==> src/rtl/core/rxfx_pkg.sv <==
package rxfx_pkg;

  // buffer geometry and register reset values
  localparam int unsigned DEPTH_DEFAULT = 256;
  localparam int unsigned THRESH_W      = 9;
  localparam int unsigned BYTE_W        = 8;
  localparam int unsigned FILL_W        = 9;

  localparam logic [THRESH_W-1:0] XOFF_THRESH_RESET = 9'd64;
  localparam logic [THRESH_W-1:0] XON_THRESH_RESET  = 9'd8;

  // flow control characters
  localparam logic [BYTE_W-1:0] CHAR_XON  = 8'h11;
  localparam logic [BYTE_W-1:0] CHAR_XOFF = 8'h13;
  localparam logic [BYTE_W-1:0] CHAR_NONE = 8'h00;

  // operation codes
  localparam logic FUNC_STORE = 1'b0;
  localparam logic FUNC_READ  = 1'b1;

  // configuration register indexes
  localparam logic CFG_XOFF_THRESH = 1'b0;
  localparam logic CFG_XON_THRESH  = 1'b1;

  // controller to datapath
  typedef struct packed {
    logic take_store;  // store beat accepted
    logic take_read;   // read beat accepted, buffer not empty
    logic take_empty;  // read beat accepted, buffer empty
    logic land_read;   // ram read data available
  } ctrl_cmd_t;

  // datapath to controller
  typedef struct packed {
    logic empty;
  } dp_status_t;

endpackage

==> src/rtl/core/rxfx_ram.sv <==
module rxfx_ram #(
  parameter int unsigned WIDTH = 8,
  parameter int unsigned DEPTH = 256
) (
  input  logic                     clk,
  input  logic                     we,
  input  logic [$clog2(DEPTH)-1:0] waddr,
  input  logic [WIDTH-1:0]         wdata,
  input  logic                     re,
  input  logic [$clog2(DEPTH)-1:0] raddr,
  output logic [WIDTH-1:0]         rdata
);

  logic [WIDTH-1:0] mem [DEPTH];

  always_ff @(posedge clk) begin
    if (we) begin
      mem[waddr] <= wdata;
    end
    if (re) begin
      rdata <= mem[raddr];
    end
  end

endmodule

==> src/rtl/core/rxfx_ctrl.sv <==
module rxfx_ctrl (
  input  logic                   clk,
  input  logic                   rst,
  input  logic                   in_valid,
  input  logic                   func,
  input  logic                   out_ready,
  input  rxfx_pkg::dp_status_t   status,
  output logic                   in_ready,
  output logic                   out_valid,
  output rxfx_pkg::ctrl_cmd_t    cmd
);

  typedef enum logic [1:0] {
    ST_IDLE,
    ST_RD_WAIT,
    ST_HOLD
  } state_t;

  state_t state;
  logic   accept;

  assign accept = in_valid && in_ready;

  always_comb begin
    cmd            = '0;
    cmd.take_store = accept && (func == rxfx_pkg::FUNC_STORE);
    cmd.take_read  = accept && (func == rxfx_pkg::FUNC_READ) && !status.empty;
    cmd.take_empty = accept && (func == rxfx_pkg::FUNC_READ) && status.empty;
    cmd.land_read  = (state == ST_RD_WAIT);
  end

  always_ff @(posedge clk) begin
    if (rst) begin
      state     <= ST_IDLE;
      in_ready  <= 1'b1;
      out_valid <= 1'b0;
    end else begin
      case (state)
        ST_IDLE: begin
          if (cmd.take_read) begin
            state    <= ST_RD_WAIT;
            in_ready <= 1'b0;
          end else if (accept) begin
            state     <= ST_HOLD;
            in_ready  <= 1'b0;
            out_valid <= 1'b1;
          end
        end
        ST_RD_WAIT: begin
          state     <= ST_HOLD;
          out_valid <= 1'b1;
        end
        ST_HOLD: begin
          if (out_ready) begin
            state     <= ST_IDLE;
            in_ready  <= 1'b1;
            out_valid <= 1'b0;
          end
        end
        default: begin
          state     <= ST_IDLE;
          in_ready  <= 1'b1;
          out_valid <= 1'b0;
        end
      endcase
    end
  end

endmodule

==> src/rtl/core/rxfx_dpath.sv <==
module rxfx_dpath #(
  parameter int unsigned DEPTH = rxfx_pkg::DEPTH_DEFAULT
) (
  input  logic                                 clk,
  input  logic                                 rst,
  input  rxfx_pkg::ctrl_cmd_t                  cmd,
  output rxfx_pkg::dp_status_t                 status,
  input  logic [rxfx_pkg::BYTE_W-1:0]          rx_byte,
  input  logic                                 cfg_we,
  input  logic                                 cfg_index,
  input  logic [rxfx_pkg::THRESH_W-1:0]        cfg_data,
  output logic                                 read_valid,
  output logic [rxfx_pkg::BYTE_W-1:0]          read_data,
  output logic                                 flow_send,
  output logic [rxfx_pkg::BYTE_W-1:0]          flow_char,
  output logic                                 overflow,
  output logic [rxfx_pkg::FILL_W-1:0]          fill_level
);

  localparam int unsigned PTR_W = $clog2(DEPTH);
  localparam int unsigned OCC_W = $clog2(DEPTH + 1);
  localparam int unsigned CMP_W = (OCC_W > rxfx_pkg::THRESH_W) ? OCC_W : rxfx_pkg::THRESH_W;
  localparam logic [PTR_W-1:0] PTR_LAST = PTR_W'(DEPTH - 1);
  localparam logic [OCC_W-1:0] OCC_FULL = OCC_W'(DEPTH);

  logic [PTR_W-1:0]              wr_ptr;
  logic [PTR_W-1:0]              rd_ptr;
  logic [OCC_W-1:0]              occ;
  logic [rxfx_pkg::THRESH_W-1:0] xoff_thresh;
  logic [rxfx_pkg::THRESH_W-1:0] xon_thresh;
  logic [rxfx_pkg::BYTE_W-1:0]   ram_q;

  logic             full;
  logic             do_write;
  logic [OCC_W-1:0] occ_inc;
  logic [OCC_W-1:0] occ_dec;
  logic [OCC_W-1:0] occ_after_store;
  logic [CMP_W-1:0] store_lvl;
  logic [CMP_W-1:0] read_lvl;
  logic [CMP_W-1:0] empty_lvl;

  assign full            = (occ == OCC_FULL);
  assign status.empty    = (occ == '0);
  assign do_write        = cmd.take_store && !full;
  assign occ_inc         = occ + OCC_W'(1);
  assign occ_dec         = occ - OCC_W'(1);
  assign occ_after_store = full ? occ : occ_inc;
  assign store_lvl       = CMP_W'(occ_after_store);
  assign read_lvl        = CMP_W'(occ_dec);
  assign empty_lvl       = CMP_W'(occ);

  rxfx_ram #(
    .WIDTH (rxfx_pkg::BYTE_W),
    .DEPTH (DEPTH)
  ) u_ram (
    .clk   (clk),
    .we    (do_write),
    .waddr (wr_ptr),
    .wdata (rx_byte),
    .re    (cmd.take_read),
    .raddr (rd_ptr),
    .rdata (ram_q)
  );

  // pointers, occupancy and threshold registers
  always_ff @(posedge clk) begin
    if (rst) begin
      wr_ptr      <= '0;
      rd_ptr      <= '0;
      occ         <= '0;
      xoff_thresh <= rxfx_pkg::XOFF_THRESH_RESET;
      xon_thresh  <= rxfx_pkg::XON_THRESH_RESET;
    end else begin
      if (do_write) begin
        wr_ptr <= (wr_ptr == PTR_LAST) ? '0 : wr_ptr + PTR_W'(1);
        occ    <= occ_inc;
      end
      if (cmd.take_read) begin
        rd_ptr <= (rd_ptr == PTR_LAST) ? '0 : rd_ptr + PTR_W'(1);
        occ    <= occ_dec;
      end
      if (cfg_we) begin
        if (cfg_index == rxfx_pkg::CFG_XOFF_THRESH) begin
          xoff_thresh <= cfg_data;
        end else begin
          xon_thresh <= cfg_data;
        end
      end
    end
  end

  // result register
  always_ff @(posedge clk) begin
    if (cmd.take_store) begin
      read_valid <= 1'b0;
      read_data  <= '0;
      overflow   <= full;
      fill_level <= store_lvl[rxfx_pkg::FILL_W-1:0];
      flow_send  <= (store_lvl > CMP_W'(xoff_thresh));
      flow_char  <= (store_lvl > CMP_W'(xoff_thresh)) ? rxfx_pkg::CHAR_XOFF
                                                       : rxfx_pkg::CHAR_NONE;
    end
    if (cmd.take_read) begin
      read_valid <= 1'b1;
      read_data  <= '0;
      overflow   <= 1'b0;
      fill_level <= read_lvl[rxfx_pkg::FILL_W-1:0];
      flow_send  <= (read_lvl < CMP_W'(xon_thresh));
      flow_char  <= (read_lvl < CMP_W'(xon_thresh)) ? rxfx_pkg::CHAR_XON
                                                    : rxfx_pkg::CHAR_NONE;
    end
    if (cmd.take_empty) begin
      read_valid <= 1'b0;
      read_data  <= '0;
      overflow   <= 1'b0;
      fill_level <= empty_lvl[rxfx_pkg::FILL_W-1:0];
      flow_send  <= 1'b0;
      flow_char  <= rxfx_pkg::CHAR_NONE;
    end
    if (cmd.land_read) begin
      read_data <= ram_q;
    end
  end

endmodule

==> src/rtl/core/rx_fifo_xon_xoff_top.sv <==
// channel   direction  handshake             payload
// in        input      in_valid / in_ready   func, rx_byte
// out       output     out_valid / out_ready read_valid, read_data, flow_send, flow_char,
//                                            overflow, fill_level
// cfg       input      cfg_we (no wait)      cfg_index, cfg_data
//
// one beat at a time: a store or a read of an empty buffer has its result valid
// the cycle after accept; a read that returns a byte first passes a ram wait
// state (registered ram read port) before its result is valid
// in_ready comes back in the cycle after the result beat is taken
// rst is synchronous: pointers and fill count clear, thresholds load 64 and 8
// ram contents are not cleared; only written entries are ever read
// out_ready low holds the result and keeps in_ready low
module rx_fifo_xon_xoff_top #(
  parameter int unsigned DEPTH = rxfx_pkg::DEPTH_DEFAULT
) (
  input  logic                          clk,
  input  logic                          rst,
  // input item channel
  input  logic                          in_valid,
  output logic                          in_ready,
  input  logic                          func,
  input  logic [rxfx_pkg::BYTE_W-1:0]   rx_byte,
  // result channel
  output logic                          out_valid,
  input  logic                          out_ready,
  output logic                          read_valid,
  output logic [rxfx_pkg::BYTE_W-1:0]   read_data,
  output logic                          flow_send,
  output logic [rxfx_pkg::BYTE_W-1:0]   flow_char,
  output logic                          overflow,
  output logic [rxfx_pkg::FILL_W-1:0]   fill_level,
  // threshold register writes
  input  logic                          cfg_we,
  input  logic                          cfg_index,
  input  logic [rxfx_pkg::THRESH_W-1:0] cfg_data
);

  rxfx_pkg::ctrl_cmd_t  cmd;
  rxfx_pkg::dp_status_t status;

  // sequencer: accept, optional ram wait, hold result until taken
  rxfx_ctrl u_ctrl (
    .clk       (clk),
    .rst       (rst),
    .in_valid  (in_valid),
    .func      (func),
    .out_ready (out_ready),
    .status    (status),
    .in_ready  (in_ready),
    .out_valid (out_valid),
    .cmd       (cmd)
  );

  // ring buffer, pointers, fill count, thresholds and result register
  rxfx_dpath #(
    .DEPTH (DEPTH)
  ) u_dpath (
    .clk        (clk),
    .rst        (rst),
    .cmd        (cmd),
    .status     (status),
    .rx_byte    (rx_byte),
    .cfg_we     (cfg_we),
    .cfg_index  (cfg_index),
    .cfg_data   (cfg_data),
    .read_valid (read_valid),
    .read_data  (read_data),
    .flow_send  (flow_send),
    .flow_char  (flow_char),
    .overflow   (overflow),
    .fill_level (fill_level)
  );

`ifndef SYNTHESIS
  // a dropped byte never comes with read data
  a_ovf_not_read: assert property (@(posedge clk) disable iff (rst)
    out_valid && overflow |-> !read_valid)
    else $error("overflow flagged on a read result");

  // a read result only ever asks for xon
  a_read_xon: assert property (@(posedge clk) disable iff (rst)
    out_valid && read_valid && flow_send |-> flow_char == rxfx_pkg::CHAR_XON)
    else $error("read result requested a character other than xon");

  // an overflow always means a full buffer, and a full store asks xoff or nothing
  a_ovf_xoff: assert property (@(posedge clk) disable iff (rst)
    out_valid && overflow && flow_send |-> flow_char == rxfx_pkg::CHAR_XOFF)
    else $error("overflow result requested a character other than xoff");

  // no second beat accepted while one is in flight
  a_one_in_flight: assert property (@(posedge clk) disable iff (rst)
    in_valid && in_ready |=> !in_ready)
    else $error("input ready while a beat is in flight");
`endif

endmodule
==> config.mk <==
export PLATFORM = sky130hd
export DESIGN_NAME = rx_fifo_xon_xoff_top
export DESIGN_NICKNAME = d
export VERILOG_FILES = /design/src/rtl/core/rxfx_pkg.sv /design/src/rtl/core/rxfx_ram.sv /design/src/rtl/core/rxfx_ctrl.sv /design/src/rtl/core/rxfx_dpath.sv /design/src/rtl/core/rx_fifo_xon_xoff_top.sv
export SDC_FILE = /design/constraint.sdc
export NUM_CORES = 2
export LEC_CHECK = 0
export ABC_AREA = 1
export BUFFER_PORTS_ARGS = -buffer_cell sky130_fd_sc_hd__buf_2
export CORE_UTILIZATION = 60
export CTS_CLUSTER_SIZE = 40
export DETAILED_ROUTE_END_ITERATION = 7
export MAX_ROUTING_LAYER = met4
export PLACE_DENSITY = 0.75
export SLEW_MARGIN = 0
export SYNTH_ARGS = -nofsm -noshare
export SYNTH_HDL_FRONTEND = slang
export SYNTH_SLANG_ARGS = --single-unit
==> constraint.sdc <==
create_clock -name clk -period 5.1 [get_ports clk]
set_clock_uncertainty 0.1 [all_clocks]
set_input_delay 0.51 -clock clk [delete_from_list [all_inputs] [get_ports clk]]
set_output_delay 0.51 -clock clk [all_outputs]
set_load 0.1 [all_outputs]
==> reports/metrics.csv <==
metric;value;unit
fp-row-count;141;
layout.cell_area.non_filler;0.0981;mm2
via_count;61200;
required;5460;ps
synth_warnings;0;
cp_slowest_cell;nand3_2;
io_pins;54;
holdPathStages;1;
floorplan.die_area;0.151;mm2
worst_path_largest_cell_delay;900;ps
finalWorstPathRequiredPeriod;4300;ps
synth_seq_cells;2124;
number_of_antenna_violations_at_the_first_check_in_global_routing;4;
worst-r2r-setup-slack;800;ps
port_buffers;48;
synth_area_leaders;edfxtp_1, nand2_1, nor2_1, nand3_1, inv_1;
synthFlopType;edfxtp_1;
worst_hold_startpoint;rx_byte[6];
timing.critical_path.arrival;4650;ps
ctsHtreeMaxLevel;4;
max-vdd-ir-drop;324;uV
synth-edff-count;2073;
wire_length_per_cell;22.3;um
worst_reg2reg_path_depth;10;
layout.nets;8350;
run_status;completed;
detailedPlacementHpwl;131000;um
report.final.setup_viol;0;
critPathKind;register to register;
grt_first_pass_wirelength;348000;um
syn_inst_count;8407;
maxCapViolCount;0;
area_delta_synth_final;9.24;%
final.setup.tns;0;ps
worst_setup_slack_after_layout;804;ps
initial_core_util;0.606;
synth.cell_area;0.0898;mm2
path_cells;inv_1, ha_1, nand3_2, inv_1, nand4_2, nand2_1, inv_1, nand3_2, buf_4, nor2_1;
detail_route.iter0.violations;8413;
dieWidth;389;um
drive_gt1_frac;0.0563;
path_clk_slew;60;ps
critical-path-top-delay-family;simple AND/OR/NAND/NOR gates;
timing.critical_path.from_type;register;
clock_path_buffers;3;
fp.coreArea;0.148;mm2
final_cell_mix;nand2_1, edfxtp_1, nor2_1;
first_drt_pass_iteration_count;8;
worstReg2RegEnd;u_dpath.u_ram.mem[173][2];
cp_common_cell;inv_1;
fmax;0.233;GHz
stdcell_count;10400;
worst-path-stages;10;
cts_buffers;206;
ff_latch_area;0.0633;mm2
drv_slew;0;
cts_tree;done;
post_synth.cell_area_avg;10.7;um2
numClockSinks;2124;
placedCellCount;10000;
post-cts-setup-buffers;0;
rsz0062_at_grt;no;
synth_top_cell_by_area;edfxtp_1;
drt.antenna.violating_nets;0;
critPathCaptureType;register;
gp_congestion;0.918;
power_leakage;37.1;nW
async_reset_ff_frac;0;
overflow;0;
cts_root_buffer;clkbuf_16;
layout_commonest_cell;nand2_1;
grt.total_usage;0.315;
areal_power_density_over_the_cells;393;mW/mm2
maximum_fanout_along_the_worst_path;12;
dpl_worst_slack;944;ps
hold_path_class;input pin to register;
r2r_start;u_dpath.empty_lvl[0];
later_pin_clock_latency_in_the_skew_report;850;ps
maxSlewHeadroom;0.215;
first_global_vias;58400;
hold-path-endpoint;u_dpath.u_ram.mem[31][6];
post-route-period-util;0.842;
post_dp_cell_area;0.0914;mm2
worstMarginPinSlew;1170;ps
netlist.area_leader.share;0.693;
grt_start_max_net_pins;246;
synth.distinct_cells;39;
die_height;389;um
detail_route.wirelength;232000;um
layout.filler_cells;10700;
hold_viol_final;0;
detail_route.vias_per_cell;5.88;
multi_input_comb_area;0.0217;mm2
whs;47.5;ps
synth.yosys.seq_area_share;0.704;
critPathBufInv;4;
drc;0;
-- worst max path at each step --
stage | from | end | slack, ps
final | u_dpath.empty_lvl[0] | u_dpath.u_ram.mem[173][2] | 800
after global placement | u_dpath.empty_lvl[0] | u_dpath.u_ram.mem[157][5] | 1060
after detailed placement | u_dpath.empty_lvl[0] | u_dpath.u_ram.mem[173][7] | 940
after CTS | u_dpath.empty_lvl[0] | u_dpath.u_ram.mem[173][1] | 900
after global routing | u_dpath.empty_lvl[0] | u_dpath.u_ram.mem[173][2] | 600
after floorplan | u_ctrl.in_ready | u_dpath.u_ram.mem[103][0] | 1970
-- flip-flops by register name, summed over array words and instances, names as in the netlist --
register             flops
u_ctrl.in_ready          1
u_ctrl.out_valid         1
u_ctrl.state             2
u_dpath.empty_lvl        9
u_dpath.fill_level       9
u_dpath.flow_char        2
u_dpath.overflow         1
u_dpath.rd_ptr           8
u_dpath.read_data        8
u_dpath.read_valid       1
u_dpath.u_ram.mem     2048
u_dpath.u_ram.rdata      8
u_dpath.wr_ptr           8
u_dpath.xoff_thresh      9
u_dpath.xon_thresh       9
-- timing repair --
action	CTS	global route
gates resized for setup	0	0
endpoints found under the setup margin	0	0
hold buffers	17	0
hold endpoints to repair	73	0
-- per-stage QoR --
stage	total power [mW]	utilization
floorplan	22.6	-
global placement	23.8	0.617
detailed placement	23.9	0.617
CTS	38.5	0.662
global route	39.6	0.662
finish	38.6	0.662
-- cell usage after synthesis (2+ instances only) --
cell      number
a211oi_1       2
edfxtp_1    2073
buf_4         57
clkbuf_2       2
a21oi_1      119
o21ai_0      494
xor2_1        14
and3_1         4
nor2_2         2
inv_1        674
o21ai_1       61
ha_1          24
nor2_1      1248
inv_4          2
buf_1         58
or2_2         17
nor3_1         9
nand4_1       11
clkbuf_1     173
nand3_1      707
a31oi_1        8
buf_2        180
dfxtp_1       51
o211ai_1      68
inv_2          2
o21a_1         2
nand2_1     2318
clkinv_1       8
buf_6          9
-- final cells by class --
| type | instances | area share |
|---|---|---|
| inverters | 686 | 0.0267 |
| well taps | 1930 | 0.0246 |
| repair buffers | 162 | 0.0157 |
| clock inverters | 106 | 0.0109 |
| diodes | 4 | 0.000102 |
| multi-input cells | 5122 | 0.221 |
| clock buffers | 268 | 0.0557 |
| flip-flops and latches | 2124 | 0.645 |
-- cell families (layout without fill, tap and decap cells) --
| logic type | after synthesis | in the layout | share of synthesized area |
|---|---|---|---|
| and+or+nand+nor | 4322 | 4322 | 0.192 |
| DFF | 2124 | 2124 | 0.704 |
| buffers and inverters | 1165 | 1222 | 0.0544 |
| AOI/OAI and AO/OA | 757 | 757 | 0.0444 |
| adders and majority gates | 24 | 24 | 0.00334 |
| xor gates and xnor gates | 14 | 14 | 0.00137 |
| other | 1 | 9 | 0.0000418 |
-- power by group --
part / switching, mW / leakage [nW] / internal (mW) / total [mW]
Clock: 6.47 / 3.18 / 8.45 / 14.9
Combinational: 3.24 / 14.9 / 1.06 / 4.30
Sequential: 0.0923 / 19.1 / 19.2 / 19.3
-- layer usage --
metal,track usage,vias to the layer above,routed length [um]
met1,0.413,29300,88300
met2,0.491,3404,110000
met4,0.138,0,11000
met5,-,-,0
li1,-,27800,-
met3,0.0498,626,23200
Power figures use the tool's default switching activity.
